## config.mk

```make
export PLATFORM = sky130hd
export DESIGN_NAME = compass_heading_from_raw_bytes
export DESIGN_NICKNAME = d
export VERILOG_FILES = /design/src/rtl/core/chp_pkg.sv /design/src/rtl/core/chp_input_stage.sv /design/src/rtl/core/chp_cordic_cell.sv /design/src/rtl/core/chp_output_stage.sv /design/src/rtl/core/compass_heading_from_raw_bytes.sv
export SDC_FILE = /design/constraint.sdc
export NUM_CORES = 2
export LEC_CHECK = 0
export BUFFER_PORTS_ARGS = -buffer_cell sky130_fd_sc_hd__buf_2
export CORE_ASPECT_RATIO = 0.5
export CORE_MARGIN = 2
export CORE_UTILIZATION = 45
export CTS_CLUSTER_DIAMETER = 50
export DETAILED_ROUTE_END_ITERATION = 12
export PLACE_DENSITY = 0.66
export SYNTH_ARGS = -nofsm -noshare
export SYNTH_HDL_FRONTEND = slang
export SYNTH_SLANG_ARGS = --single-unit
```

## constraint.sdc

```tcl
create_clock -name clk -period 10.7 [get_ports clk]
set_input_delay 0.535 -clock clk [delete_from_list [all_inputs] [get_ports clk]]
set_output_delay 0.535 -clock clk [all_outputs]
set_load 0.005 [all_outputs]
```

## src/rtl/core/chp_pkg.sv

```systemverilog
// ----------------------------------------------------------------------------
// chp_pkg - compass heading pipeline shared definitions
// Word formats, CORDIC sizing and the arctangent table for the stage cells.
// ----------------------------------------------------------------------------
package chp_pkg;

	localparam int CORDIC_STAGES     = 16;
	localparam int HEADING_FRAC_BITS = 7;

	localparam int ATAN_TABLE_LEN = 24;
	localparam int RUN_STAGES     = (CORDIC_STAGES < ATAN_TABLE_LEN) ?
		CORDIC_STAGES : ATAN_TABLE_LEN;
	localparam int STAGE_IDX_W    = $clog2(ATAN_TABLE_LEN);

	localparam int FIELD_W        = 16;
	localparam int HEADING_W      = 16;
	localparam int VEC_SCALE_BITS = 8;
	// field * 256, negated, grown by the CORDIC gain, plus sign
	localparam int VEC_W          = FIELD_W + VEC_SCALE_BITS + 3;

	// angle in 2^-20 degree, spans about -100 to +280 degrees
	localparam int ANGLE_BITS  = 20;
	localparam int ANG_W       = 30;
	localparam int ROUND_SHIFT = ANGLE_BITS - HEADING_FRAC_BITS;
	localparam int H_W         = ANG_W - ROUND_SHIFT;

	localparam logic signed [ANG_W-1:0] HALF_TURN_ANG = ANG_W'(180 <<< ANGLE_BITS);
	localparam logic signed [ANG_W-1:0] FULL_TURN_ANG = ANG_W'(360 <<< ANGLE_BITS);
	localparam logic signed [ANG_W-1:0] ROUND_HALF    = ANG_W'(1 <<< (ROUND_SHIFT - 1));
	localparam logic [H_W-1:0]          TURN_HEADING  = H_W'(360 <<< HEADING_FRAC_BITS);

	// atan(2^-i) in degrees, 2^-20 degree units, rounded to nearest
	localparam logic signed [ANG_W-1:0] ATAN_TABLE [ATAN_TABLE_LEN] = '{
		30'sd47185920, 30'sd27855475, 30'sd14718068, 30'sd7471121,
		30'sd3750058,  30'sd1876857,  30'sd938658,   30'sd469357,
		30'sd234682,   30'sd117342,   30'sd58671,    30'sd29335,
		30'sd14668,    30'sd7334,     30'sd3667,     30'sd1833,
		30'sd917,      30'sd458,      30'sd229,      30'sd115,
		30'sd57,       30'sd29,       30'sd14,       30'sd7
	};

	// one word moving down the cell chain
	typedef struct packed {
		logic                      ok;
		logic                      zero_vec;
		logic signed [FIELD_W-1:0] x_field;
		logic signed [FIELD_W-1:0] y_field;
		logic signed [FIELD_W-1:0] z_field;
		logic signed [VEC_W-1:0]   vx;
		logic signed [VEC_W-1:0]   vy;
		logic signed [ANG_W-1:0]   ang;
	} chp_word_t;

endpackage

```

## src/rtl/core/chp_input_stage.sv

```systemverilog
// ----------------------------------------------------------------------------
// chp_input_stage - byte assembly and quadrant fold
// Builds the signed fields, scales the vector and folds X < 0 by 180 degrees.
// ----------------------------------------------------------------------------
module chp_input_stage
	import chp_pkg::*;
(
	input  logic        clk,
	input  logic        arst_n,
	input  logic        in_valid,
	input  logic [7:0]  byte_0,
	input  logic [7:0]  byte_1,
	input  logic [7:0]  byte_2,
	input  logic [7:0]  byte_3,
	input  logic [7:0]  byte_4,
	input  logic [7:0]  byte_5,
	input  logic        read_complete,
	output logic        out_valid,
	output chp_word_t   out_word
);

	logic signed [FIELD_W-1:0] xf, yf, zf;
	logic signed [VEC_W-1:0]   vx_scaled, vy_scaled;
	chp_word_t                 word_d;
	logic                      valid_s1;
	chp_word_t                 word_s1;

	always_comb begin
		xf = read_complete ? $signed({byte_0, byte_1}) : '0;
		yf = read_complete ? $signed({byte_2, byte_3}) : '0;
		zf = read_complete ? $signed({byte_4, byte_5}) : '0;
		vx_scaled = VEC_W'($signed({xf, {VEC_SCALE_BITS{1'b0}}}));
		vy_scaled = VEC_W'($signed({yf, {VEC_SCALE_BITS{1'b0}}}));

		word_d.ok       = read_complete;
		word_d.zero_vec = (xf == '0) && (yf == '0);
		word_d.x_field  = xf;
		word_d.y_field  = yf;
		word_d.z_field  = zf;
		// fold the left half plane onto the right one
		if (xf < 0) begin
			word_d.vx  = -vx_scaled;
			word_d.vy  = -vy_scaled;
			word_d.ang = HALF_TURN_ANG;
		end else begin
			word_d.vx  = vx_scaled;
			word_d.vy  = vy_scaled;
			word_d.ang = '0;
		end
	end

	always_ff @(posedge clk or negedge arst_n) begin
		if (!arst_n) begin
			valid_s1 <= 1'b0;
		end else begin
			valid_s1 <= in_valid;
		end
	end

	always_ff @(posedge clk) begin
		word_s1 <= word_d;
	end

	assign out_valid = valid_s1;
	assign out_word  = word_s1;

endmodule

```

## src/rtl/core/chp_cordic_cell.sv

```systemverilog
// ----------------------------------------------------------------------------
// chp_cordic_cell - one CORDIC vectoring micro-rotation
// Rotates toward the X axis by atan(2^-i) and hands the word to the next cell.
// ----------------------------------------------------------------------------
module chp_cordic_cell
	import chp_pkg::*;
(
	input  logic                   clk,
	input  logic                   arst_n,
	input  logic [STAGE_IDX_W-1:0] stage_idx,
	input  logic                   in_valid,
	input  chp_word_t              in_word,
	output logic                   out_valid,
	output chp_word_t              out_word
);

	logic signed [VEC_W-1:0] dx, dy;
	logic signed [ANG_W-1:0] step_ang;
	chp_word_t               word_d;
	logic                    valid_q;
	chp_word_t               word_q;

	always_comb begin
		dx       = in_word.vy >>> stage_idx;
		dy       = in_word.vx >>> stage_idx;
		step_ang = ATAN_TABLE[stage_idx];
		word_d   = in_word;
		// Y of zero counts as not positive: rotate counter-clockwise
		if (in_word.vy > 0) begin
			word_d.vx  = in_word.vx + dx;
			word_d.vy  = in_word.vy - dy;
			word_d.ang = in_word.ang + step_ang;
		end else begin
			word_d.vx  = in_word.vx - dx;
			word_d.vy  = in_word.vy + dy;
			word_d.ang = in_word.ang - step_ang;
		end
	end

	always_ff @(posedge clk or negedge arst_n) begin
		if (!arst_n) begin
			valid_q <= 1'b0;
		end else begin
			valid_q <= in_valid;
		end
	end

	always_ff @(posedge clk) begin
		word_q <= word_d;
	end

	assign out_valid = valid_q;
	assign out_word  = word_q;

endmodule

```

## src/rtl/core/chp_output_stage.sv

```systemverilog
// ----------------------------------------------------------------------------
// chp_output_stage - angle wrap, rounding and result register
// Brings the angle into one turn, rounds to the heading grid, drives results.
// ----------------------------------------------------------------------------
module chp_output_stage
	import chp_pkg::*;
(
	input  logic                        clk,
	input  logic                        arst_n,
	input  logic                        in_valid,
	input  chp_word_t                   in_word,
	output logic                        done,
	output logic signed [FIELD_W-1:0]   x_field,
	output logic signed [FIELD_W-1:0]   y_field,
	output logic signed [FIELD_W-1:0]   z_field,
	output logic [HEADING_W-1:0]        heading,
	output logic                        read_ok
);

	logic signed [ANG_W-1:0]    ang_pos;
	logic signed [ANG_W-1:0]    ang_rnd;
	logic [H_W-1:0]             h_raw;
	logic [H_W-1:0]             h_wrap;
	logic [HEADING_W-1:0]       heading_d;
	logic                       done_q;
	logic signed [FIELD_W-1:0]  x_field_q, y_field_q, z_field_q;
	logic [HEADING_W-1:0]       heading_q;
	logic                       read_ok_q;

	always_comb begin
		ang_pos   = (in_word.ang < 0) ? (in_word.ang + FULL_TURN_ANG) : in_word.ang;
		ang_rnd   = ang_pos + ROUND_HALF;
		h_raw     = ang_rnd[ANG_W-1:ROUND_SHIFT];
		// a heading that rounds up to a full turn wraps to zero
		h_wrap    = (h_raw >= TURN_HEADING) ? (h_raw - TURN_HEADING) : h_raw;
		heading_d = (in_word.ok && !in_word.zero_vec) ? HEADING_W'(h_wrap) : '0;
	end

	always_ff @(posedge clk or negedge arst_n) begin
		if (!arst_n) begin
			done_q <= 1'b0;
		end else begin
			done_q <= in_valid;
		end
	end

	always_ff @(posedge clk) begin
		x_field_q <= in_word.x_field;
		y_field_q <= in_word.y_field;
		z_field_q <= in_word.z_field;
		heading_q <= heading_d;
		read_ok_q <= in_word.ok;
	end

	assign done    = done_q;
	assign x_field = x_field_q;
	assign y_field = y_field_q;
	assign z_field = z_field_q;
	assign heading = heading_q;
	assign read_ok = read_ok_q;

endmodule

```

## src/rtl/core/compass_heading_from_raw_bytes.sv

```systemverilog
// ----------------------------------------------------------------------------
// compass_heading_from_raw_bytes - magnetometer heading pipeline
// Six raw bytes in, signed X/Y/Z fields and an atan2 heading out.
// ----------------------------------------------------------------------------
// A word is taken on every clock edge where start is high; busy is always low,
// so a new read may be issued every cycle. Each word passes through one input
// register, one register per CORDIC cell, and the result register. The result
// is held on the ports for one cycle only, flagged by done; there is no way to
// hold it off, so capture it on that cycle. Heading is in 1/128 degree units,
// 0 up to 46079; a vector with X and Y both zero reads 0. A word with
// read_complete low comes back with read_ok low and every field zero.
// ----------------------------------------------------------------------------
module compass_heading_from_raw_bytes
	import chp_pkg::*;
(
	input  logic                      clk,
	input  logic                      arst_n,
	input  logic                      start,
	output logic                      busy,
	input  logic [7:0]                byte_0,
	input  logic [7:0]                byte_1,
	input  logic [7:0]                byte_2,
	input  logic [7:0]                byte_3,
	input  logic [7:0]                byte_4,
	input  logic [7:0]                byte_5,
	input  logic                      read_complete,
	output logic                      done,
	output logic signed [FIELD_W-1:0] x_field,
	output logic signed [FIELD_W-1:0] y_field,
	output logic signed [FIELD_W-1:0] z_field,
	output logic [HEADING_W-1:0]      heading,
	output logic                      read_ok
);

	// chain taps: entry 0 is the input register, entry k the output of cell k-1
	logic      chain_valid [RUN_STAGES+1];
	chp_word_t chain_word  [RUN_STAGES+1];

	// the pipeline never stalls: every cycle is open for a new word
	assign busy = 1'b0;

	// assemble bytes, fold X < 0 by a half turn
	chp_input_stage u_input (
		.clk           (clk),
		.arst_n        (arst_n),
		.in_valid      (start),
		.byte_0        (byte_0),
		.byte_1        (byte_1),
		.byte_2        (byte_2),
		.byte_3        (byte_3),
		.byte_4        (byte_4),
		.byte_5        (byte_5),
		.read_complete (read_complete),
		.out_valid     (chain_valid[0]),
		.out_word      (chain_word[0])
	);

	// row of micro-rotation cells, cell i shifts by i and uses atan(2^-i)
	for (genvar i = 0; i < RUN_STAGES; i++) begin : g_cell
		chp_cordic_cell u_cell (
			.clk       (clk),
			.arst_n    (arst_n),
			.stage_idx (STAGE_IDX_W'(i)),
			.in_valid  (chain_valid[i]),
			.in_word   (chain_word[i]),
			.out_valid (chain_valid[i+1]),
			.out_word  (chain_word[i+1])
		);
	end

	// wrap into one turn, round to the heading grid, present the result
	chp_output_stage u_output (
		.clk      (clk),
		.arst_n   (arst_n),
		.in_valid (chain_valid[RUN_STAGES]),
		.in_word  (chain_word[RUN_STAGES]),
		.done     (done),
		.x_field  (x_field),
		.y_field  (y_field),
		.z_field  (z_field),
		.heading  (heading),
		.read_ok  (read_ok)
	);

endmodule

```

==> flow_summary.toml <==
[timing]
timing.final.setup_violations = 0
finalCriticalPeriod_ns = 6.76
hold-worst-slack_ns = 0.144
slew_headroom = 0.149
clock.fmax_ghz = 0.148
tns_ns = 0
period_share = 0.632
worstMarginPinSlew_ns = 1.26
grt_setup_unrepaired = "false"
report.final.slew_viol_count = 0
clock_skew_ns = 0.0905
fin_ws_ns = 3.94
hold_viol = 0

[placement]
gp_congestion = 0.900
io_buffer_count = 117
post-place-ws_ns = 4.11
hpwl_um = 170000
place_area_um2 = 108000

[finish]
area_growth_pct = 11.2
nets = 12500
diodes = 0
fin_area_um2 = 115000
drive_gt1_frac = 0.0519
nFillCells = 20800

[setup_path]
cp-end-kind = "flip-flop"
path_cells = "nor4_1 -> nand2_1 -> nor4_1 -> nand2_1 -> nor2_1 -> a31oi_4 -> buf_4 -> clkinv_1 -> nor2_1 -> xnor2_1 -> ha_1 -> o21ai_0 -> a21boi_0 -> o21a_1 -> o21a_1 -> o21ba_2 -> o21ai_0 -> a211oi_1 -> o21ai_0 -> o31ai_1 -> nor4b_1 -> a211o_1"
start_kind = "flip-flop"
crit_path_max_incr_delay_ns = 0.72
cp_data_arrival_time_ns = 7.44
crit_top_cell = "o21ai_0"
path_buf_inv = 2
cp_top_family = "compound AO/OA/AOI/OAI gates"
slowest_stage = "nor4_1"
cp_max_fo = 41
crit_required_ns = 11.38
critical_path_class = "reg -> reg"

[clock_tree]
cts_sinks = 2103
cts_made_buffers = 198
clockBufferDepth = 4
htreeDepth = 4
cts.clk_slew.worst_paths_ns = 0.07
clkLatencyLatePin_ns = 0.87
root_buffer = "clkbuf_16"
tritoncts = "done"
cts_setup_buffers = 0

[synth]
syn_inst = 11000
async_reset_ff_frac = 0.00856
syn_area_um2 = 104000
yosys_register_bits = 2103
synth_area_leader_cell = "dfxtp_1"
syn_avg_cell_area_um2 = 9.45
ys.warnings.count = 0
ys_seq_area_frac = 0.407
synth_edf_count = 0
synth_top_area_frac = 0.402
synth_cell_types = 97
synthFlopType = "dfxtp_1"
yosys-top-cells-area = "dfxtp_1 (40%), ha_1 (14%), xnor2_1 (8.5%), a21oi_1 (4.3%), xor2_1 (3.5%)"

[drt]
vias = 75300
ant_nets = 0
post_drt_wl_per_cell_um = 15.2
drtIter0Drc = 3827
dr.pass1.iters = 5
drt-total-wl_um = 219000
viasPerCell = 5.20
drcViolationCount = 0

[worst_hold_path]
hp-class = "in -> async"

[die]
die_x_um = 683
start_util = 0.453
core_area_um2 = 229000
rows = 124
die_y_um = 344
num_io_pins = 119
dieArea_um2 = 235000

[global_route]
grt_pass1_vias = 72500
grt_pass1_wl_um = 361000
grt_max_degree = 82
grt_usage = 0.182
antenna_found_initial = 1
grt-ovfl-total = 0

[flow_run]
maxCapViolCount = 0

[run_status]
status = "finished clean"
final timing paths:
kind / depth (start not counted) / slack, ns / endpoint / startpoint
worst max-delay path: 22 / 3.94 / g_cell[7].u_cell.out_word[82] / g_cell[6].u_cell.out_word[41]
worst max register to register: 22 / 3.94 / g_cell[7].u_cell.out_word[82] / g_cell[6].u_cell.out_word[41]
max in group asynchronous: 2 / 10.19 / g_cell[12].u_cell.out_valid / arst_n
min in group clk: 2 / 0.22 / u_input.out_word[25] / byte_0[7]
worst min-delay path: 2 / 0.14 / u_input.out_valid / arst_n
worst min register to register: 0 / 0.27 / g_cell[11].u_cell.out_word[123] / g_cell[10].u_cell.out_word[123]
area by class of cell:
type	count	area (µm²)	share of cell area
Timing Repair Buffer	200	1330	0.0116
Multi-Input combinational cell	8233	59200	0.513
Inverter	504	1890	0.0164
Clock inverter	89	1240	0.0108
Tap cell	3087	3860	0.0335
Sequential cell	2103	42200	0.366
Clock buffer	267	5600	0.0485
registers in the layout (all words and copies together) (netlist names):
register                 flops
g_cell.u_cell.out_word    1934
u_input.out_word            86
g_cell.u_cell.out_valid     16
u_output.heading            16
u_output.x_field            16
u_output.y_field            16
u_output.z_field            16
u_input.out_valid            1
u_output.done                1
u_output.read_ok             1
Yosys cell counts, drive strengths merged, types with 130 or more instances:
cell type,count
nand2,587
inv,501
nor2,857
dfxtp,2085
a21oi,893
xnor2,1011
a21o,361
o21bai,173
nor3,250
clkbuf,130
o31ai,144
ha,1130
o21ai,582
nand3,196
nor2b,137
xor2,414
timing repair:
action | in CTS | in global routing
hold buffers | 50 | 0
resized for setup | 0 | 0
endpoints found under the hold margin | 95 | 0
endpoints found under the setup margin | 0 | 0
cells in the final DEF (no fill, tap or decap), drive strengths merged, types with 56 or more instances in the layout:
| cell type | instances |
|---|---|
| nor4 | 88 |
| xnor2 | 1011 |
| o31ai | 144 |
| inv | 514 |
| nand2 | 587 |
| and3 | 97 |
| nand3 | 196 |
| clkbuf | 267 |
| dfxtp | 2085 |
| a31oi | 91 |
| nor3 | 250 |
| nor2 | 857 |
| o41ai | 67 |
| a21o | 361 |
| nor2b | 137 |
| xor2 | 414 |
| buf | 150 |
| ha | 1130 |
| nand2b | 125 |
| o21a | 127 |
| a211oi | 86 |
| a21oi | 893 |
| o21ai | 582 |
| o21bai | 173 |
| nand4 | 56 |
| and2 | 108 |
| or3 | 97 |
cell families (layout without fill, tap and decap cells):
kind of cell,Yosys count,after routing,share of synthesized area
multiplexers,30,30,0.00299
other,1,4,0.0000361
buffers and inverters,647,1060,0.0235
AO/OA/AOI/OAI,2830,2830,0.173
XOR/XNOR,1425,1425,0.120
AND/OR/NAND/NOR,2771,2771,0.130
flip-flops,2103,2103,0.407
adder cells (fa/ha/maj),1173,1173,0.144
layer usage:
layer	GRT usage	routed length [µm]	vias up
met3	0.0251	7630	393
met1	0.237	105000	34400
met5	0	0	-
met4	0.0576	6590	0
li1	-	-	39300
met2	0.312	101000	1210
per-stage QoR:
stage	utilization	cells
floorplan	-	11000
global placement	0.472	14100
detailed placement	0.472	14100
CTS	0.504	14500
global route	0.504	14500
finish	0.504	14500
Power is left out: the tool's default activity adds up to more than one toggle a clock period on the data nets, which glitch-free logic cannot reach.
